**config.mk**
```make
export PLATFORM = sky130hd
export DESIGN_NAME = ffpa_cell
export DESIGN_NICKNAME = d
export VERILOG_FILES = /design/src/design/ffpa_pkg.sv /design/src/design/ffpa_cell.sv
export SDC_FILE = /design/constraint.sdc
export NUM_CORES = 1
export LEC_CHECK = 0
export ABC_AREA = 1
export BUFFER_PORTS_ARGS = -buffer_cell sky130_fd_sc_hd__buf_2
export CORE_MARGIN = 10
export CORE_UTILIZATION = 42
export DETAILED_ROUTE_END_ITERATION = 8
export PLACE_DENSITY_LB_ADDON = 0.05
export SLEW_MARGIN = 15
export SYNTH_ARGS = -nofsm -noshare
export SYNTH_HDL_FRONTEND = slang
export SYNTH_SLANG_ARGS = --single-unit
export TNS_END_PERCENT = 20
```
**constraint.sdc**
```tcl
create_clock -name clk -period 4.25 [get_ports clk]
set_clock_uncertainty 0.15 [all_clocks]
set_input_delay 0.2125 -clock clk [delete_from_list [all_inputs] [get_ports clk]]
set_output_delay 0.2125 -clock clk [all_outputs]
set_load 0.01 [all_outputs]
```
**src/design/ffpa_pkg.sv**
```systemverilog
// ----------------------------------------------------------------------------
// ffpa_pkg - shared types and codes of the first-fit page run allocator
// Run record, chain control bundle, mode, status and chain operation codes.
// ----------------------------------------------------------------------------
package ffpa_pkg;

  localparam int MAX_RUNS = 64;
  localparam int POS_W    = 6;
  localparam int CNT_W    = 7;
  localparam int IDX_W    = 16;
  localparam int LEN_W    = 17;

  localparam logic [LEN_W-1:0] LEN_MAX    = '1;
  localparam logic [LEN_W-1:0] HEAP_LIMIT = LEN_W'(1) << IDX_W;

  localparam logic [1:0] MODE_ALLOC = 2'd0;
  localparam logic [1:0] MODE_FREE  = 2'd1;
  localparam logic [1:0] MODE_INIT  = 2'd2;
  localparam logic [1:0] MODE_NONE  = 2'd3;

  localparam logic [1:0] STS_DONE   = 2'd0;
  localparam logic [1:0] STS_NOFIT  = 2'd1;
  localparam logic [1:0] STS_BADFREE = 2'd2;
  localparam logic [1:0] STS_FULL   = 2'd3;

  localparam logic [1:0] OP_HOLD = 2'd0;
  localparam logic [1:0] OP_SCAN = 2'd1;
  localparam logic [1:0] OP_INS  = 2'd2;
  localparam logic [1:0] OP_LOAD = 2'd3;

  typedef struct packed {
    logic [IDX_W-1:0] start;
    logic [LEN_W-1:0] len;
  } run_t;

  typedef struct packed {
    logic [1:0]       op;
    logic             keep;
    logic [CNT_W-1:0] cnt;
  } chain_ctl_t;

endpackage

```
**src/design/ffpa_cell.sv**
```systemverilog
// ----------------------------------------------------------------------------
// ffpa_cell - one slot of the run table chain
// Holds one run; rotates towards the head, takes the write-back at the ring
// tail, shifts away from the head on front insertion, loads slot 0 on init.
// ----------------------------------------------------------------------------
module ffpa_cell import ffpa_pkg::*; (
  input  logic             clk,
  input  logic [POS_W-1:0] pos,
  input  chain_ctl_t       ctl,
  input  run_t             left_i,
  input  run_t             right_i,
  input  run_t             bus_i,
  output run_t             run_o
);

  run_t             run_r, run_nxt;
  logic [CNT_W-1:0] pos1;

  assign pos1 = {1'b0, pos} + CNT_W'(1);

  always_comb begin
    run_nxt = run_r;
    unique case (ctl.op)
      OP_SCAN: begin
        if (pos1 < ctl.cnt) begin
          run_nxt = right_i;
        end else if (pos1 == ctl.cnt && ctl.keep) begin
          run_nxt = bus_i;
        end
      end
      OP_INS:  run_nxt = left_i;
      OP_LOAD: begin
        if (pos == '0) begin
          run_nxt = bus_i;
        end
      end
      default: run_nxt = run_r;
    endcase
  end

  always_ff @(posedge clk) begin
    run_r <= run_nxt;
  end

  assign run_o = run_r;

endmodule

```
* Word-level counts from Yosys, hierarchy flattened
Cells that the tools add are included.
** Cells by class
- Bitwise logic cells :: 0
- Add/sub/neg operators :: 1
- Shifts and indexed selects :: 0
- Reductions and logical operators :: 4
- $lt $le $gt $ge :: 1
- Multipliers :: 0
- Div/mod/pow operators :: 0
- Equality and inequality tests :: 6
- Muxes and demuxes :: 4
** Operators by type and width (count)
- 33-bit two-way mux :: 3
- 33-bit one-hot mux with 3 select lines :: 1
- 6-bit by 1-bit adder with 7-bit output, second input constant :: 1
- 7-bit == test :: 1
- 7-bit < comparator :: 1
- 6-bit logical NOT :: 1
- 2-bit == test, second input constant :: 2
- 3-bit != test, second input constant :: 1
- 3-bit AND reduction :: 1
- 3-bit nonzero test :: 1
- 2-bit by 1-bit == test with 1-bit output, second input constant :: 1
- 2-bit != test, second input constant :: 1
- 1-bit logical AND :: 1
** Word-level totals
- Latch bits :: 0
- Flip-flop bits (word level) :: 33
- Bits in writable memories :: 0
- Bits in read-only memories :: 0
- Memories kept :: 0
- Logic and storage cells :: 18
- Output and inout port bits :: 33

* Longest topological paths before layout
- Word-level depth :: 6
- Mapped depth :: 13
- Mapped depth without buffers :: 12

* Least setup slack after synthesis
No wires, ideal clock.
- Kind :: input to register
- Start point :: input pos[0]
- End point :: register run_r (netlist bit run_o[0]), enable pin
- Cell stages on the path :: 13
- Arrival :: 2.319 ns
- Library setup time :: 0.388 ns
- Slack :: 1.393 ns
- Cells stage by stage :: ha_1 nand3_1 xor2_1 inv_1 ha_1 nand2_1 nand2_1 a21oi_4 nand2_4 buf_6 nand3_1 nand2_1 inv_1
** On the way
- Longest elaborated chain between the ends :: 5
- Elaborated cells on any way between the ends :: 8
- Those cells by class :: add/sub: 1; order compare: 1; eq/ne: 3; reduce/logical: 3
** RTL lines
- start: declaration :: RTL line ffpa_cell.sv:8 : input logic [POS_W-1:0] pos,
- parallel branches: the longest is 4 deep, another holds 6-bit by 1-bit adder with 7-bit output
- 3-bit AND reduction (no source line) *
- end signal: assignment :: RTL line ffpa_cell.sv:42 : run_r <= run_nxt;
- end: declaration :: RTL line ffpa_cell.sv:16 : run_t run_r, run_nxt;
Every way passes the cells marked *.
A chain may end at the register's enable or synchronous reset.

* Final worst setup path
- Start point :: input pos[0]
- End point :: register run_r (netlist bit run_o[13]), enable pin
Same word-level chain as after synthesis.

==> flow_summary.toml <==
[run_status]
outcome = "complete, no violations"

[finish]
finalNonFillerCells = 628
fillCellCount = 649
drive_gt1_frac = 0.2940
final_util = 0.5621
nets = 676
multi_input_area_mm2 = 0.001197
area_growth_pct = 30.00
largest_reg_flops = 33
seq_area_um2 = 991.0
num_antenna_cells = 0
stdcell_area_mm2 = 0.003590

[synthesis]
synth_area_leaders = "edfxtp_1 (36%), nand3_1 (19%), inv_1 (16%)"
yosysTopAreaCell = "edfxtp_1"
avgSynthCellArea_um2 = 6.686
synth_nets = 538
synth_warnings = 0
synth-seq-area-share = 0.3589
netlist_instances = 413
synth_area_mm2 = 0.002761
synth_top_area_frac = 0.3589
synth-seq-cells = 33
ys_types = 22

[clock_network]
cts_sinks = 33
post_cts_resized = 0
postCtsSetupBuffers = 0
clockRootBuffer = "clkbuf_8"
clk_pin_slew_ns = 0.06
h-tree-depth = 2
cts-buffers-inserted = 5
cts_tree = "yes"
max-clock-path-buffers = 2
cts_hold_buf = 0

[place]
place_inst = 621
hpwl_mm = 6.492
gp_congestion = 0.7828
place_area_mm2 = 0.003513
numPortBuffers = 148
dpl_worst_slack_ns = 1.146

[setup_path]
cp_max_fo = 34
critPathRequiredTime_ns = 4.05
critical_path_class = "input port to register"
cp-start-kind = "input port"
end_kind = "register"
arrival_ns = 2.61

[sta]
drv_slew = 0
timing.fmax_ghz = 0.3557
setup_violations = 0
finalHoldViolations = 0
hold_slack_ns = 0.1708
tns_ns = 0
finalCritPeriodShare = 0.6615
slew-limit-headroom = 0.2890
period_needed_ns = 2.811
setup_ws_ns = 1.439
worstMarginPinSlew_ns = 1.065
rsz0062_at_grt = "no"

[power_and_ir_drop]
leakage_nw = 2.093
fin_total_pwr_uw = 974.5
vdd_ir_drop_max_mv = 0.1600
powerDensity_mw_per_mm2 = 271.5

[drt]
vias_per_cell = 4.723
wl_per_cell_um = 13.46
dr_total_vias = 2966
firstDrtPassIters = 4
first_iter_violations = 133
totalWireLength_mm = 8.456
drc = 0
drtAntennaViolNets = 0

[global_route]
grt_usage = 0.1606
grt_pass1_vias = 3065
grt_overflow_total = 0
antenna_found_initial = 0
grt_max_degree = 38
grt_pass1_wl_mm = 13.67

[floorplan]
start_util = 0.4324
fp.dieArea_mm2 = 0.01022
core_area_mm2 = 0.006386
die_w_um = 101.1
ioPinCount = 149
die_h_um = 101.1
rows = 29

[run]
maxCapViolations = 0

[min_path]
hold_class = "input port to register"
[critical path, stage by stage]
cell and delay [ns]:
buf_2 0.12, ha_1 0.22, nand3_1 0.11, xor2_1 0.16, inv_1 0.05, ha_1 0.29
nand2_1 0.06, nand2_1 0.08, a21oi_4 0.17, nand2_4 0.26, nand3_1 0.15, nand2_1 0.06
inv_1 0.32, buf_4 0.36
[cell type report]
cell class | count | area share
multi-input cells | 238 | 0.3336
flip-flops and latches | 33 | 0.2761
repair buffers | 153 | 0.2168
inverters | 120 | 0.1255
well taps | 77 | 0.02684
clock buffers | 6 | 0.02022
clock inverters | 1 | 0.001046
[synth_stat cells (all sizes together)]
master and instances:
ha 9, inv 119, o21ai 33, nor2 4, nand3b 1, nand4 2
nand2 78, nor3 1, nand3 103, buf 16, clkinv 1, xor2 4
a21oi 3, edfxtp 33, clkbuf 6
[worst paths after layout]
kind,startpoint,to,slack (ns),cells past startpoint
worst max-delay path,pos[0],run_o[13]$_DFFE_PP_,1.44,14
worst min-delay path,bus_i[11],run_o[11]$_DFFE_PP_,0.17,5
[routing by layer]
layer / global-route usage / vias to the layer above / share of wire
met1: 0.1750 / 1279 / 0.40
li1: - / 1563 / -
met5: 0 / - / 0
met4: 0.03001 / 0 / 0.0035
met2: 0.2822 / 122 / 0.49
met3: 0.07064 / 2 / 0.11
[layout by cell type, fill, tap and decap left out, drive strengths merged]
master,count
a21oi,3
xor2,4
nand2,78
nor2,4
ha,9
nand3,103
buf,153
clkbuf,6
nand4,2
clkinv,2
nor3,1
nand3b,1
inv,119
o21ai,33
edfxtp,33
[power breakdown]
part           switching [mW]  internal [mW]  total, mW
registers              0.0168          0.426      0.443
clock network          0.0940          0.110      0.204
logic                   0.194          0.133      0.327
[cell families after synthesis]
logic type                 count (synthesis)  share of synthesized area
xor gates and xnor gates                   4                    0.01269
DFF                                       33                     0.3589
and+or+nand+nor                          189                     0.3108
AOI/OAI and AO/OA                         36                    0.06933
adders and majority gates                  9                    0.04078
buffers and inverters                    142                     0.2075
Power figures use the tool's default switching activity.
