`src/design/ffpa_pkg.sv`:
```
// ----------------------------------------------------------------------------
// ffpa_pkg - shared types and codes of the first-fit page run allocator
// Run record, chain control bundle, mode, status and chain operation codes.
// ----------------------------------------------------------------------------
package ffpa_pkg;

  localparam int MAX_RUNS = 64;
  localparam int POS_W    = 6;
  localparam int CNT_W    = 7;
  localparam int IDX_W    = 16;
  localparam int LEN_W    = 17;

  localparam logic [LEN_W-1:0] LEN_MAX    = '1;
  localparam logic [LEN_W-1:0] HEAP_LIMIT = LEN_W'(1) << IDX_W;

  localparam logic [1:0] MODE_ALLOC = 2'd0;
  localparam logic [1:0] MODE_FREE  = 2'd1;
  localparam logic [1:0] MODE_INIT  = 2'd2;
  localparam logic [1:0] MODE_NONE  = 2'd3;

  localparam logic [1:0] STS_DONE   = 2'd0;
  localparam logic [1:0] STS_NOFIT  = 2'd1;
  localparam logic [1:0] STS_BADFREE = 2'd2;
  localparam logic [1:0] STS_FULL   = 2'd3;

  localparam logic [1:0] OP_HOLD = 2'd0;
  localparam logic [1:0] OP_SCAN = 2'd1;
  localparam logic [1:0] OP_INS  = 2'd2;
  localparam logic [1:0] OP_LOAD = 2'd3;

  typedef struct packed {
    logic [IDX_W-1:0] start;
    logic [LEN_W-1:0] len;
  } run_t;

  typedef struct packed {
    logic [1:0]       op;
    logic             keep;
    logic [CNT_W-1:0] cnt;
  } chain_ctl_t;

endpackage

```
`src/design/ffpa_ctrl.sv`:
```
// ----------------------------------------------------------------------------
// ffpa_ctrl - sequencer and head processor
// Accepts transactions, walks the chain head once per stored run, applies
// first-fit or merge rules, and issues one result per transaction.
// ----------------------------------------------------------------------------
module ffpa_ctrl import ffpa_pkg::*; (
  input  logic             clk,
  input  logic             rst_n,
  input  logic             start,
  input  logic [1:0]       in_mode,
  input  logic [LEN_W-1:0] in_page_count,
  input  logic [IDX_W-1:0] in_page_index,
  input  logic             cfg_we,
  input  logic [LEN_W-1:0] cfg_wdata,
  input  run_t             head_i,
  output logic             busy,
  output logic             out_valid,
  output logic [1:0]       out_status,
  output logic [IDX_W-1:0] out_granted_index,
  output logic [LEN_W-1:0] out_granted_pages,
  output chain_ctl_t       ctl,
  output run_t             bus_o
);

  localparam logic [1:0] S_IDLE = 2'd0;
  localparam logic [1:0] S_SCAN = 2'd1;
  localparam logic [1:0] S_INS  = 2'd2;

  logic [1:0]       st_r, st_nxt;
  logic [CNT_W-1:0] step_r, step_nxt, cnt_r, cnt_nxt;
  logic             free_r, free_nxt, found_r, found_nxt, any_r, any_nxt;
  logic [LEN_W-1:0] count_r, count_nxt, ml_r, ml_nxt, heap_r;
  logic [IDX_W-1:0] ms_r, ms_nxt, gidx_r, gidx_nxt;
  logic             ov_r, ov_nxt;
  logic [1:0]       os_r, os_nxt;
  logic [IDX_W-1:0] ogi_r, ogi_nxt;
  logic [LEN_W-1:0] ogp_r, ogp_nxt;

  logic [LEN_W-1:0] hp;
  logic [LEN_W:0]   free_end, merge_end, head_end, len_sum;
  logic [LEN_W-1:0] ml_sat;

  assign hp        = (heap_r > HEAP_LIMIT) ? HEAP_LIMIT : heap_r;
  assign free_end  = {2'b0, in_page_index} + {1'b0, in_page_count};
  assign merge_end = {2'b0, ms_r} + {1'b0, ml_r};
  assign head_end  = {2'b0, head_i.start} + {1'b0, head_i.len};
  assign len_sum   = {1'b0, ml_r} + {1'b0, head_i.len};
  assign ml_sat    = len_sum[LEN_W] ? LEN_MAX : len_sum[LEN_W-1:0];

  always_comb begin
    st_nxt    = st_r;
    step_nxt  = step_r;
    cnt_nxt   = cnt_r;
    free_nxt  = free_r;
    found_nxt = found_r;
    any_nxt   = any_r;
    count_nxt = count_r;
    ms_nxt    = ms_r;
    ml_nxt    = ml_r;
    gidx_nxt  = gidx_r;
    ov_nxt    = 1'b0;
    os_nxt    = STS_DONE;
    ogi_nxt   = '0;
    ogp_nxt   = '0;
    ctl       = '{op: OP_HOLD, keep: 1'b0, cnt: cnt_r};
    bus_o     = head_i;
    unique case (st_r)
      S_IDLE: begin
        if (start) begin
          free_nxt  = (in_mode == MODE_FREE);
          found_nxt = 1'b0;
          any_nxt   = 1'b0;
          count_nxt = in_page_count;
          ms_nxt    = in_page_index;
          ml_nxt    = in_page_count;
          gidx_nxt  = '0;
          step_nxt  = cnt_r;
          unique case (in_mode)
            MODE_INIT: begin
              ctl.op  = OP_LOAD;
              bus_o   = '{start: '0, len: hp};
              cnt_nxt = (hp != '0) ? CNT_W'(1) : '0;
              ov_nxt  = 1'b1;
            end
            MODE_ALLOC: begin
              if (in_page_count == '0 || cnt_r == '0) begin
                ov_nxt = 1'b1;
                os_nxt = STS_NOFIT;
              end else begin
                st_nxt = S_SCAN;
              end
            end
            MODE_FREE: begin
              if (in_page_count == '0 || free_end > {1'b0, hp}) begin
                ov_nxt = 1'b1;
                os_nxt = STS_BADFREE;
              end else if (cnt_r == '0) begin
                st_nxt = S_INS;
              end else begin
                st_nxt = S_SCAN;
              end
            end
            default: begin
              ov_nxt = 1'b1;
              os_nxt = STS_BADFREE;
            end
          endcase
        end
      end
      S_SCAN: begin
        ctl.op   = OP_SCAN;
        ctl.keep = 1'b1;
        step_nxt = step_r - CNT_W'(1);
        if (!free_r) begin
          if (!found_r && head_i.len > count_r) begin
            found_nxt   = 1'b1;
            gidx_nxt    = head_i.start;
            bus_o.start = head_i.start + count_r[IDX_W-1:0];
            bus_o.len   = head_i.len - count_r;
          end else if (!found_r && head_i.len == count_r) begin
            found_nxt = 1'b1;
            gidx_nxt  = head_i.start;
            ctl.keep  = 1'b0;
            cnt_nxt   = cnt_r - CNT_W'(1);
          end
        end else begin
          if (merge_end == {2'b0, head_i.start}) begin
            ml_nxt   = ml_sat;
            any_nxt  = 1'b1;
            ctl.keep = 1'b0;
            cnt_nxt  = cnt_r - CNT_W'(1);
          end else if (head_end == {2'b0, ms_r}) begin
            ms_nxt   = head_i.start;
            ml_nxt   = ml_sat;
            any_nxt  = 1'b1;
            ctl.keep = 1'b0;
            cnt_nxt  = cnt_r - CNT_W'(1);
          end
        end
        if (step_r == CNT_W'(1)) begin
          if (!free_r) begin
            st_nxt  = S_IDLE;
            ov_nxt  = 1'b1;
            os_nxt  = found_nxt ? STS_DONE : STS_NOFIT;
            ogi_nxt = found_nxt ? gidx_nxt : '0;
            ogp_nxt = found_nxt ? count_r : '0;
          end else if (!any_nxt && cnt_r == CNT_W'(MAX_RUNS)) begin
            st_nxt = S_IDLE;
            ov_nxt = 1'b1;
            os_nxt = STS_FULL;
          end else begin
            st_nxt = S_INS;
          end
        end
      end
      S_INS: begin
        ctl.op  = OP_INS;
        bus_o   = '{start: ms_r, len: ml_r};
        cnt_nxt = cnt_r + CNT_W'(1);
        st_nxt  = S_IDLE;
        ov_nxt  = 1'b1;
      end
      default: st_nxt = S_IDLE;
    endcase
  end

  always_ff @(posedge clk) begin
    if (!rst_n) begin
      st_r   <= S_IDLE;
      cnt_r  <= '0;
      heap_r <= '0;
      ov_r   <= 1'b0;
    end else begin
      st_r  <= st_nxt;
      cnt_r <= cnt_nxt;
      ov_r  <= ov_nxt;
      if (cfg_we) begin
        heap_r <= cfg_wdata;
      end
    end
  end

  always_ff @(posedge clk) begin
    step_r  <= step_nxt;
    free_r  <= free_nxt;
    found_r <= found_nxt;
    any_r   <= any_nxt;
    count_r <= count_nxt;
    ms_r    <= ms_nxt;
    ml_r    <= ml_nxt;
    gidx_r  <= gidx_nxt;
    os_r    <= os_nxt;
    ogi_r   <= ogi_nxt;
    ogp_r   <= ogp_nxt;
  end

  assign busy              = (st_r != S_IDLE);
  assign out_valid         = ov_r;
  assign out_status        = os_r;
  assign out_granted_index = ogi_r;
  assign out_granted_pages = ogp_r;

  a_cnt_range: assert property (@(posedge clk) disable iff (!rst_n)
    cnt_r <= CNT_W'(MAX_RUNS))
    else $error("run count exceeds table size");

  a_accept_progress: assert property (@(posedge clk) disable iff (!rst_n)
    (start && !busy) |=> (out_valid || busy))
    else $error("accepted transaction neither answered nor in progress");

  a_scan_steps: assert property (@(posedge clk) disable iff (!rst_n)
    (st_r == S_SCAN) |-> (step_r != '0))
    else $error("scan running with no steps left");

  a_fail_zero: assert property (@(posedge clk) disable iff (!rst_n)
    (out_valid && out_status != STS_DONE) |->
      (out_granted_index == '0 && out_granted_pages == '0))
    else $error("failed transaction reports a grant");

endmodule
```
`config.mk`:
```
export PLATFORM = sky130hd
export DESIGN_NAME = ffpa_ctrl
export DESIGN_NICKNAME = d
export VERILOG_FILES = /design/src/design/ffpa_pkg.sv /design/src/design/ffpa_ctrl.sv
export SDC_FILE = /design/constraint.sdc
export NUM_CORES = 1
export LEC_CHECK = 0
export ABC_AREA = 0
export BUFFER_PORTS_ARGS = -buffer_cell sky130_fd_sc_hd__buf_2
export CORE_ASPECT_RATIO = 1.4
export CORE_MARGIN = 10
export CORE_UTILIZATION = 55
export CTS_CLUSTER_SIZE = 28
export DETAILED_ROUTE_END_ITERATION = 10
export HOLD_SLACK_MARGIN = 0.12
export PLACE_DENSITY = 0.75
export SYNTH_ARGS = -nofsm -noshare
export SYNTH_HDL_FRONTEND = slang
export SYNTH_SLANG_ARGS = --single-unit
```
`constraint.sdc`:
```
create_clock -name clk -period 6 [get_ports clk]
set_input_delay 0.3 -clock clk [delete_from_list [all_inputs] [get_ports clk]]
set_output_delay 0.3 -clock clk [all_outputs]
set_load 0.05 [all_outputs]
```
; ---- Word level (Yosys, flattened, before mapping)
; Cells that the tools add are included.
[word_totals]
reg_bits = 138
latch_bits = 0
ramBits = 0
rom_bits = 0
input_bits = 89
output_inout_bits = 80
word_cells = 153
mem_count = 0
[op_classes]
n_addsub = 9
n_mul = 0
div_mod_pow = 0
order_cmp = 3
eq_ne = 22
n_shift = 0
muxes = 79
bitwise_logic = 3
reduce_logical = 22
[ops]
columns = op, n
row1 = 33-bit 2-to-1 mux, 4
row2 = 16-bit 2-to-1 mux, 8
row3 = 17-bit 2-to-1 mux, 6
row4 = 33-bit case mux with 3 select lines, 1
row5 = 16-bit case mux with 2 select lines, 2
row6 = 7-bit 2-to-1 mux, 8
row7 = 16-bit by 17-bit adder with 18-bit output, 3
row8 = 18-bit by 16-bit equality test with 1-bit output, 2
row9 = 17-bit case mux with 2 select lines, 1
row10 = 2-bit 2-to-1 mux, 14
row11 = 1-bit 2-to-1 mux, 24
row12 = 7-bit case mux with 3 select lines, 1
row13 = 17-bit by 17-bit adder with 18-bit output, 1
row14 = 18-bit by 17-bit greater-than comparator with 1-bit output, 1
row15 = 17-bit equality test, 1
row16 = 17-bit greater-than comparator, 1
row17 = 17-bit greater-than comparator (second input constant), 1
row18 = 17-bit zero test, 1
row19 = 17-bit nonzero test, 1
row20 = 17-bit subtractor, 1
row21 = 16-bit adder, 1
row22 = 3-bit != test (second input constant), 5
row23 = 7-bit case mux with 2 select lines, 1
row24 = 7-bit by 1-bit subtractor with 7-bit output (second input constant), 2
row25 = 26 further kinds, 47

; ---- Logic depth before layout (Yosys ltp)
; Gate-level depths: netlist (run 1).
[depth]
ltp_word = 12
depth_mapped = 22
ltp_nobuf = 22

; ---- Worst setup path after synthesis (run 1)
; OpenSTA, ideal clock, no wires.
[synth_path]
path_kind = reg2reg
start = reg st_r[0]
end = reg ml_r[0] (enable)
setup_time_ps = 397
t_arrival_ps = 3886
t_required_ps = 5603
path_slack_ps = 1717
stages_incl_launch_ff = 7
path_buffers = 1
synth_period_minus_slack_ps = 4283
cell_sequence = dfxtp_1 -> inv_1 -> ha_1 -> clkbuf_1 -> o21ai_0 -> inv_1 -> a21oi_1
[synth_via]
elab_chain_len = 3
word_cells_on_any_way = 7
classes_between = eq/ne: 4 / reduce/logical: 3
[synth_lines]
columns = item, line
row1 = from (decl), ffpa_ctrl.sv:29  ; logic [1:0] st_r, st_nxt;
row2 = from (signal assigned), ffpa_ctrl.sv:174  ; st_r <= st_nxt;
row3 = 2-bit by 1-bit equality test with 1-bit output or 2-bit zero test (tied branches), ffpa_ctrl.sv:67  ; unique case (st_r)
row4 = "3-bit != test (no line), or another cell as far along", n/a
row5 = 4-bit AND reduction (no line) *, n/a
row6 = to (signal assigned), ffpa_ctrl.sv:190  ; ml_r <= ml_nxt;
row7 = to (decl), ffpa_ctrl.sv:32  ; logic [LEN_W-1:0] count_r, count_nxt, ml_r, ml_nxt, heap_r;
; Mark *: on every way between the ends. The rest lies on a longest branch, timed or not.
; A chain may end at the register's enable or synchronous reset.

; ---- Worst setup path after layout (run 1)
[layout_path]
start = in in_page_count[0]
end = reg st_r[0]
[layout_via]
elab_chain_len = 5
word_cells_on_any_way = 8
classes_between = add/sub: 1 / order compare: 1 / eq/ne: 2 / reduce/logical: 4
[layout_lines]
columns = item, line
row1 = from (decl), ffpa_ctrl.sv:11  ; input logic [LEN_W-1:0] in_page_count,
row2 = 16-bit by 17-bit adder with 18-bit output, ffpa_ctrl.sv:44  ; assign free_end = {2'b0, in_page_index} + {1'b0, in_page_count};
row3 = 18-bit by 17-bit greater-than comparator with 1-bit output, ffpa_ctrl.sv:94  ; if (in_page_count == '0 || free_end > {1'b0, hp}) begin
row4 = 1-bit logical OR, ffpa_ctrl.sv:94
row5 = 3-bit != test (no line), n/a
row6 = 5-bit AND reduction (no line) *, n/a
; Marks and branches as above.

==> impl_metrics.ini, run 1 <==
[layout]
drive_gt1_share_pct = 16.1
regArea_um2 = 3520
mostFrequentLayoutCell = nor2_1
nFillCells = 1913
fin_nets = 1808
multi_input_area_um2 = 8130
syn_to_final_growth_pct = 16.4
final_cell_mix = nor2_1, buf_2, ha_1

[grt]
grt_pass1_wl_um = 63600
grt_pass1_vias = 11700
overflow = 0
grt_max_degree = 38
track_usage_pct = 28.4
antenna_found_initial = 1

[sta]
setup_slack_ps = 976
worst_slew_pin_slew_ps = 1170
final_hold_viol_count = 0
rsz0062_at_grt = no
setup-violations-final = 0
finalHoldWorstSlack_ps = 129
period_share_pct = 83.7
fin_skew_ps = 9.53
fin_tns_setup_ps = 0
period_minus_slack_ps = 5020
max_freq_mhz = 199
relSlewSlack_pct = 21.5
finalMaxSlewViolations = 0

[die]
initial_utilization_pct = 55.7
io_pins = 169
row_count = 64
core_um2 = 21800
die_x_um = 146
design.die.area_um2 = 28500
dieHeight_um = 196

[pwr]
pwr-share-seq_pct = 22.9
leakage_nw = 6.16
max-vdd-ir-drop_uv = 253
p_per_area_nw_per_um2 = 490
p_int_w = 0.00351
p_switching_w = 0.00340
sw_frac_of_total_pct = 49.2
clkPwrFrac_pct = 15.4
pwr-share-comb_pct = 61.7

[yosys]
ys_seq_area_share_pct = 29.0
ys_seq_elements = 138
syn-cell-area_um2 = 12100
synth_ff_type = edfxtp_1
ys_types = 78
synth_fp_nets = 1629
avgSynthCellArea_um2 = 8.62
syn_inst = 1408
synth_edf_count = 76
synth_warnings = 0
synthArstFlopShare_pct = 0

[routing]
vias_per_cell = 6.11
postRouteWirelength_um = 41600
drc = 0
vias = 11600
drt-wirelength-per-cell_um = 21.9
drtPass1Iterations = 6
dr.first_iter.drc_count = 975
ant_nets = 0

[placement]
dpl_worst_slack_ps = 1210
hpwl_um = 33500
port_buffers = 168
finalWeightedCongestion = 0.947

[clocking]
htreeDepth = 4
cts.reportedPaths.clkPinSlew_ps = 60
clk_path_buf_depth = 2
clkLatencyLatePin_ps = 450
cts_tree = built
cts-root-buf = clkbuf_16
cts-buffers-inserted = 17
post-cts-setup-buffers = 0
clock_sinks = 138

[worst_hold_path]
hp-class = input pin to register

[worst_setup_path]
crit_buf_inv = 2
cp-start-kind = input pin
endpoint_kind = register
cp_slowest_cell = dlygate4sd3_1
arrival_ps = 5400
critPathMaxStageDelay_ps = 550
crit_fanout = 4
worstSetupPathType = input pin to register
path_delay_family = compound AO/OA/AOI/OAI gates
crit_required_ps = 6380
cpMostUsedCell = a21oi_1
crit_path_cell_trace = dlygate4sd3_1, buf_2, ha_1, fa_1, a21o_1, a21oi_1, o21bai_1, a21oi_1, o21bai_1, a211oi_1, o21ai_0, nand2_1, xnor2_1, ha_1, nand4_1, nor3_1, o21ai_0, a21o_1, a21oi_1, nor4_1, or3_1, o31a_1, nor2_1

[flow_run]
drv_cap = 0

[outcome]
status = complete, no violations
registers in the layout (all words and copies together), names as in the netlist, 7 cells and up:
| name | cells |
|---|---|
| count_r | 17 |
| heap_r | 17 |
| ml_r | 17 |
| out_granted_pages | 17 |
| gidx_r | 16 |
| ms_r | 16 |
| out_granted_index | 16 |
| cnt_r | 7 |
| step_r | 7 |
through the flow:
stage	power, W	utilization, %	cells	instance area (um2)
5_1_grt	0.00736	64.9	1898	14100
6_report	0.00692	64.9	1898	14100
3_3_place_gp	0.00572	60.8	1837	13200
3_5_place_dp	0.00577	60.8	1837	13200
2_1_floorplan	0.00474	-	1408	12100
4_1_cts	0.00687	64.8	1897	14100
cell type report:
| class | instances | share of cell area [%] |
|---|---|---|
| well taps | 297 | 2.63 |
| flip-flops and latches | 138 | 24.9 |
| repair buffers | 208 | 8.57 |
| multi-input cells | 1146 | 57.6 |
| clock inverters | 11 | 0.673 |
| clock buffers | 21 | 3.57 |
| inverters | 76 | 2.02 |
| diodes | 1 | 0.0177 |
power by group through the flow:
| stage | Sequential, W | Combinational, W | Clock [W] |
|---|---|---|---|
| floorplan | 0.00155 | 0.00320 | 0 |
| detailed placement | 0.00159 | 0.00418 | 0 |
| global route | 0.00162 | 0.00464 | 0.00111 |
| finish | 0.00159 | 0.00427 | 0.00107 |
| CTS | 0.00157 | 0.00422 | 0.00108 |
| global placement | 0.00158 | 0.00414 | 0 |
final timing paths:
check                        start              endpoint  slack (ps)  cells past startpoint
setup / recovery  in_page_count[0]               st_r[0]         980                     23
hold / removal    in_page_count[7]            count_r[7]         130                      1
setup reg to reg           ml_r[0]               ml_r[0]        1680                     13
hold reg to reg          gidx_r[0]  out_granted_index[0]         500                      2
metal layers:
metal  GRT usage (%)  part of all wire [%]
met1            30.7                    37
met2            50.4                    50
met5               0                     0
met3            4.70                   6.5
met4            18.3                   6.4
synth_stat cells, drive strengths merged, types with 6 or more instances:
library cell	instances	area share [%]
o21a	18	1.1
buf	11	0.53
nor3	25	1.0
a31oi	6	0.31
a21boi	6	0.46
or2	9	0.46
nor4	19	1.1
o21ai	76	3.2
o22ai	7	0.36
a222oi	10	0.82
nand3	23	0.95
fa	7	1.2
a22oi	26	1.6
dfxtp	62	10
a21oi	109	4.6
o41ai	7	0.81
mux2i	48	4.0
nand3b	6	0.37
nand4	19	0.98
mux2	16	1.5
ha	125	13
nand2b	10	0.52
a21o	28	1.7
a211oi	8	0.49
o31ai	13	0.92
nand2	119	3.7
o211ai	7	0.43
o221ai	8	0.58
nor2	169	5.2
nor2b	18	0.93
inv	76	2.4
o22a	18	1.3
clkbuf	37	1.2
xor2	35	2.5
edfxtp	76	19
o21bai	7	0.43
a221oi	9	0.65
xnor2	75	5.4
repair_timing:
| action | 4_1_cts | 5_1_grt |
|---|---|---|
| setup endpoints to repair | 0 | 0 |
| resized for setup | 0 | 0 |
| hold buffers | 28 | 0 |
| hold endpoints to repair | 28 | 0 |
cell families after synthesis:
family | Yosys count | synth area share [%]
multiplexers | 64 | 5.44
buffers and inverters | 124 | 4.03
flip-flops | 138 | 29.0
AO/OA/AOI/OAI | 396 | 22.6
XOR/XNOR | 110 | 7.94
adder cells (fa/ha/maj) | 132 | 14.0
AND/OR/NAND/NOR | 444 | 16.9
(Power assumes the default switching activity.)
==> inputs of run 2 (changes only) <==
- ABC_AREA: 0 -> 1
- PLACE_DENSITY: 0.75 -> 0.74
- clock period: 6 -> 5.2 ns (I/O delays scaled with it)
==> run 2 against run 1 <==
  * Clock power increased by 23%
  * Combinational power increased by 23%
  * Synthesized cell count increased by 34%
  * Non-clock buffer count increased by 4
==> impl_metrics.ini, run 2 <==
[placement]
finalWeightedCongestion = 0.987
hpwl_um = 39100
port_buffers = 168
postPlaceCellArea_um2 = 14100
dpl_worst_slack_ps = 1040

[clocking]
cts_resized = 0
cts_tree = built
ctsHoldBuffers = 31
clk_path_buf_depth = 2
clkLatencyLatePin_ps = 440
cts.reportedPaths.clkPinSlew_ps = 60
clock_sinks = 138
cts-root-buf = clkbuf_16
cts-buffers-inserted = 17
post-cts-setup-buffers = 0
htreeDepth = 4

[worst_hold_path]
hp-class = input pin to register
hold_depth = 3

[sta]
finalMaxSlewViolations = 0
worst_slew_pin_slew_ps = 1020
fin_tns_setup_ps = 0
fin_skew_ps = 13.5
max_freq_mhz = 216
relSlewSlack_pct = 31.9
period_minus_slack_ps = 4620
setup-violations-final = 0
period_share_pct = 88.9
final_hold_viol_count = 0
rsz0062_at_grt = no
setup_slack_ps = 579

[worst_setup_path]
rr_endpoint = st_r[0]
crit_fanout = 36
r2r-start = heap_r[3]
r2r_slack_ps = 1400
endpoint = bus_o[3]
reg2reg_depth = 27
crit_required_ps = 4940
cp-startpoint = count_r[12]
worstSetupPathType = register to output pin
cp-start-kind = register
arrival_ps = 4360
endpoint_kind = output pin

[routing]
postRouteWirelength_um = 49100
dr.first_iter.drc_count = 1328
ant_nets = 0
drt-wirelength-per-cell_um = 20.6
drtPass1Iterations = 8
vias_per_cell = 5.87
drc = 0
vias = 14000

[yosys]
synth_top_family_by_area = simple AND/OR/NAND/NOR gates
synth_compound_area_share_pct = 18.4
synth_edf_count = 76
synth_ff_type = edfxtp_1
ys_seq_area_share_pct = 27.2
synthXorXnorAreaFrac_pct = 5.57
ys_seq_elements = 138
synthSimpleGateAreaFrac_pct = 26.2
synth_warnings = 0
ys_top_cells_by_area = edfxtp_1, ha_1, nand2_1
ys_types = 55
synth_fp_nets = 2102
synth_fa_ha_area_share_pct = 13.1
syn-cell-area_um2 = 13000
avgSynthCellArea_um2 = 6.90
synthMuxAreaShare_pct = 0.694
ys_top_cells_by_count = nand2_1, inv_1, nor2_1
yosysMostFrequentCell = nand2_1
yosys.area.top_type = edfxtp_1
synth_top_area_share_pct = 17.6
syn_inst = 1881
synthArstFlopShare_pct = 0

[layout]
final_cell_mix = nand2_1, inv_1, nor2_1
nFillCells = 2175
syn_to_final_growth_pct = 15.8
mostFrequentLayoutCell = nand2_1
drive_gt1_share_pct = 12.4
fin_nets = 2282
design_area_um2 = 15000
regArea_um2 = 3520
final_core_util_pct = 64.7
multi_input_area_um2 = 8320

[grt]
track_usage_pct = 32.1
grt_max_degree = 67
grt_pass1_vias = 13700
grt_pass1_wl_um = 75500
overflow = 0
antenna_found_initial = 1

[die]
design.die.area_um2 = 30200
core_um2 = 23200
io_pins = 169
dieHeight_um = 202
row_count = 66
die_x_um = 150
initial_utilization_pct = 55.9

[pwr]
p_per_area_nw_per_um2 = 561
leakage_nw = 7.41
max-vdd-ir-drop_uv = 479

[outcome]
status = complete, no violations

[flow_run]
drv_cap = 0
run 2: area by class of cell:
| class | instances | share of cell area (%) |
|---|---|---|
| antenna | 1 | 0.0167 |
| clock buffer | 17 | 2.83 |
| inverter | 244 | 6.10 |
| sequential | 138 | 23.5 |
| timing repair buffer | 212 | 8.31 |
| clock inverter | 15 | 1.34 |
| multi-input combinational | 1448 | 55.4 |
| tap | 306 | 2.55 |
run 2: per-layer routing:
layer	vias to the layer above	share of wire, %	track usage (%)	wire length, um
met4	0	6.7	19.5	3300
met5	-	0	0	0
met3	153	7.5	5.08	3690
met2	691	50	55.8	24500
li1	6691	-	-	-
met1	6447	36	35.6	17600
run 2: worst min path at each step:
stage,start,end,slack (ps)
after floorplan,in_page_count[0],count_r[0],360
after global placement,heap_r[0],heap_r[0],460
after detailed placement,heap_r[0],heap_r[0],470
after CTS,in_mode[0],out_status[1],120
after global routing,in_mode[0],out_status[1],140
final,cfg_wdata[8],heap_r[8],130
run 2: metrics by stage:
stage,hold slack [ps],power [W],instances
2_1_floorplan,359,0.00560,1881
6_report,126,0.00842,2381
4_1_cts,121,0.00834,2380
3_5_place_dp,472,0.00697,2317
3_3_place_gp,464,0.00692,2317
5_1_grt,139,0.00902,2381
run 2: kinds of logic after synthesis:
logic type / after synthesis
AO/OA/AOI/OAI: 421
XOR/XNOR: 81
adder cells (fa/ha/maj): 132
buffers and inverters: 295
flip-flops: 138
multiplexers: 9
AND/OR/NAND/NOR: 805
run 2: worst max-delay path, cell delays in order, from the launching register on:
cell and delay [ps]:
edfxtp_1 390, inv_1 80, ha_1 410, nand2_1 100, nor3_2 180, nand4_1 270, nor3_1 340, nor2_1 70
nand2_1 70, inv_1 50, nand2_2 510, inv_1 540, nand2_1 200, a22oi_1 90, a31oi_1 270, buf_2 330
run 2: power breakdown:
part / internal, W / switching, W
Clock: 0.000775 / 0.000548
Sequential: 0.00154 / 0.000298
Combinational: 0.00165 / 0.00361
==> inputs of run 3 (changes only) <==
- PLACE_DENSITY: 0.74 -> 0.77
- REMOVE_ABC_BUFFERS: not set -> 1
==> run 3 against run 2 <==
  * Non-clock buffer count grew 2
  * Global-route usage up 0.55 points
  * Clock skew decreased by 3.9 ps
  * Critical path depth increased by 17
  * Total power is 0.10% higher
  * Routed wire length up 1.9%
  * Hold slack gained 5.1 ps
  * Worst setup slack better by 330 ps
  * Via count increased by 0.77%
  * Sequential share of layout area barely moved
  * Count of clock-buffer cells in the layout grew 3
==> impl_metrics.ini, run 3 (same netlist as run 2, synthesis figures left out) <==
[placement]
postPlaceCellArea_um2 = 14100
port_buffers = 168
finalWeightedCongestion = 1.02
hpwl_um = 39500

[worst_setup_path]
cp-start-kind = input pin
rr_endpoint = ml_r[3]
arrival_ps = 4660
crit_fanout = 4
cp-startpoint = in_page_count[0]
endpoint_kind = register
cpMostUsedCell = nand2_1
critPathMaxStageDelay_ps = 550
worstSetupPathType = input pin to register
crit_required_ps = 5570
r2r_slack_ps = 1620
endpoint = st_r[0]
reg2reg_depth = 15
r2r-start = ml_r[0]
cp_slowest_cell = dlygate4sd3_1

[sta]
finalMaxSlewViolations = 0
finalHoldWorstSlack_ps = 131
setup-violations-final = 0
period_minus_slack_ps = 4290
period_share_pct = 82.5
fin_skew_ps = 9.55
final_hold_viol_count = 0
fin_tns_setup_ps = 0
relSlewSlack_pct = 33.6
worst_slew_pin_slew_ps = 995
rsz0062_at_grt = no
max_freq_mhz = 233

[routing]
dr.first_iter.drc_count = 1399
drtPass1Iterations = 7
drc = 0
ant_nets = 0
drt-wirelength-per-cell_um = 21.0
vias_per_cell = 5.91
postRouteWirelength_um = 50000
vias = 14100

[layout]
mostFrequentLayoutCell = nand2_1
design_area_um2 = 15000
syn_to_final_growth_pct = 15.8
drive_gt1_share_pct = 12.4
nFillCells = 2181
final_core_util_pct = 64.7
final_cell_mix = nand2_1, inv_1, nor2_1
fin_nets = 2284

[outcome]
status = complete, no violations

[die]
io_pins = 169
row_count = 66
initial_utilization_pct = 55.9
core_um2 = 23200
die_x_um = 150
dieHeight_um = 202
design.die.area_um2 = 30200

[clocking]
clkLatencyLatePin_ps = 440
clock_sinks = 138
cts-buffers-inserted = 17
post-cts-setup-buffers = 0
cts-root-buf = clkbuf_16
cts_tree = built
htreeDepth = 4
clk_path_buf_depth = 2
cts.reportedPaths.clkPinSlew_ps = 60

[pwr]
p_per_area_nw_per_um2 = 561
max-vdd-ir-drop_uv = 336
leakage_nw = 7.40
fin_total_pwr_w = 0.00843

[grt]
grt_pass1_vias = 14100
overflow = 0
grt_pass1_wl_um = 76500
track_usage_pct = 32.7
grt_max_degree = 48
antenna_found_initial = 2

[flow_run]
drv_cap = 0

[worst_hold_path]
hp-class = input pin to register
## run 3: cell count changes in the layout (fill, tap and decap cells not counted), sizes merged
cell	change
inv	-6
clkbuf	+3
clkinvlp	+1
dlygate4sd3	+1
clkinv	+2
buf	+1
## run 3: final cells by class
cell class | count | area, um2 | share of cell area [%]
multi-input combinational | 1448 | 8320 | 55.4
sequential | 138 | 3520 | 23.5
timing repair buffer | 214 | 1270 | 8.43
inverter | 244 | 916 | 6.10
clock buffer | 20 | 447 | 2.97
tap | 306 | 383 | 2.55
clock inverter | 12 | 164 | 1.09
antenna | 1 | 2.50 | 0.0167
## run 3: worst min-delay path by stage
stage	cells past startpoint	to	start	slack, ps
after floorplan	0	count_r[0]	in_page_count[0]	360
after global placement	2	heap_r[0]	heap_r[0]	460
after detailed placement	2	heap_r[0]	heap_r[0]	470
after CTS	3	heap_r[7]	cfg_wdata[7]	120
after global routing	1	count_r[16]	in_page_count[16]	160
final	3	heap_r[7]	cfg_wdata[7]	130
## run 3: report_power, final
part	internal (W)	total, W	switching [W]	leakage, nW
sequential	0.00155	0.00185	0.000303	1.24
clock	0.000773	0.00130	0.000526	0.292
combinational	0.00165	0.00528	0.00363	5.87
## run 3: timing repair
item                      in CTS  in global routing
gates resized for setup        0                  0
hold endpoints to repair      32                  0
hold buffers                  32                  0
## run 3: metrics by stage
step / setup slack [ps] / std cells
finish: 910 / 2383
global route: 477 / 2383
CTS: 1030 / 2382
detailed placement: 1160 / 2318
global placement: 1230 / 2318
floorplan: -1550 / 1830
## run 3: per-layer routing
layer | track usage (%) | wire length [um] | part of all wire [%]
met1 | 34.8 | 17600 | 35
met2 | 57.5 | 25000 | 50
met3 | 5.32 | 3660 | 7.3
met4 | 21.6 | 3750 | 7.5
met5 | 0 | 7 | 0.014
## run 3: worst max-delay path: cells and delay by family
family          cells  cell delay, ps
xor+xnor            1             170
buf+inv             2             700
fa+ha+maj           3             950
simple gates       20            1680
compound gates      6             900
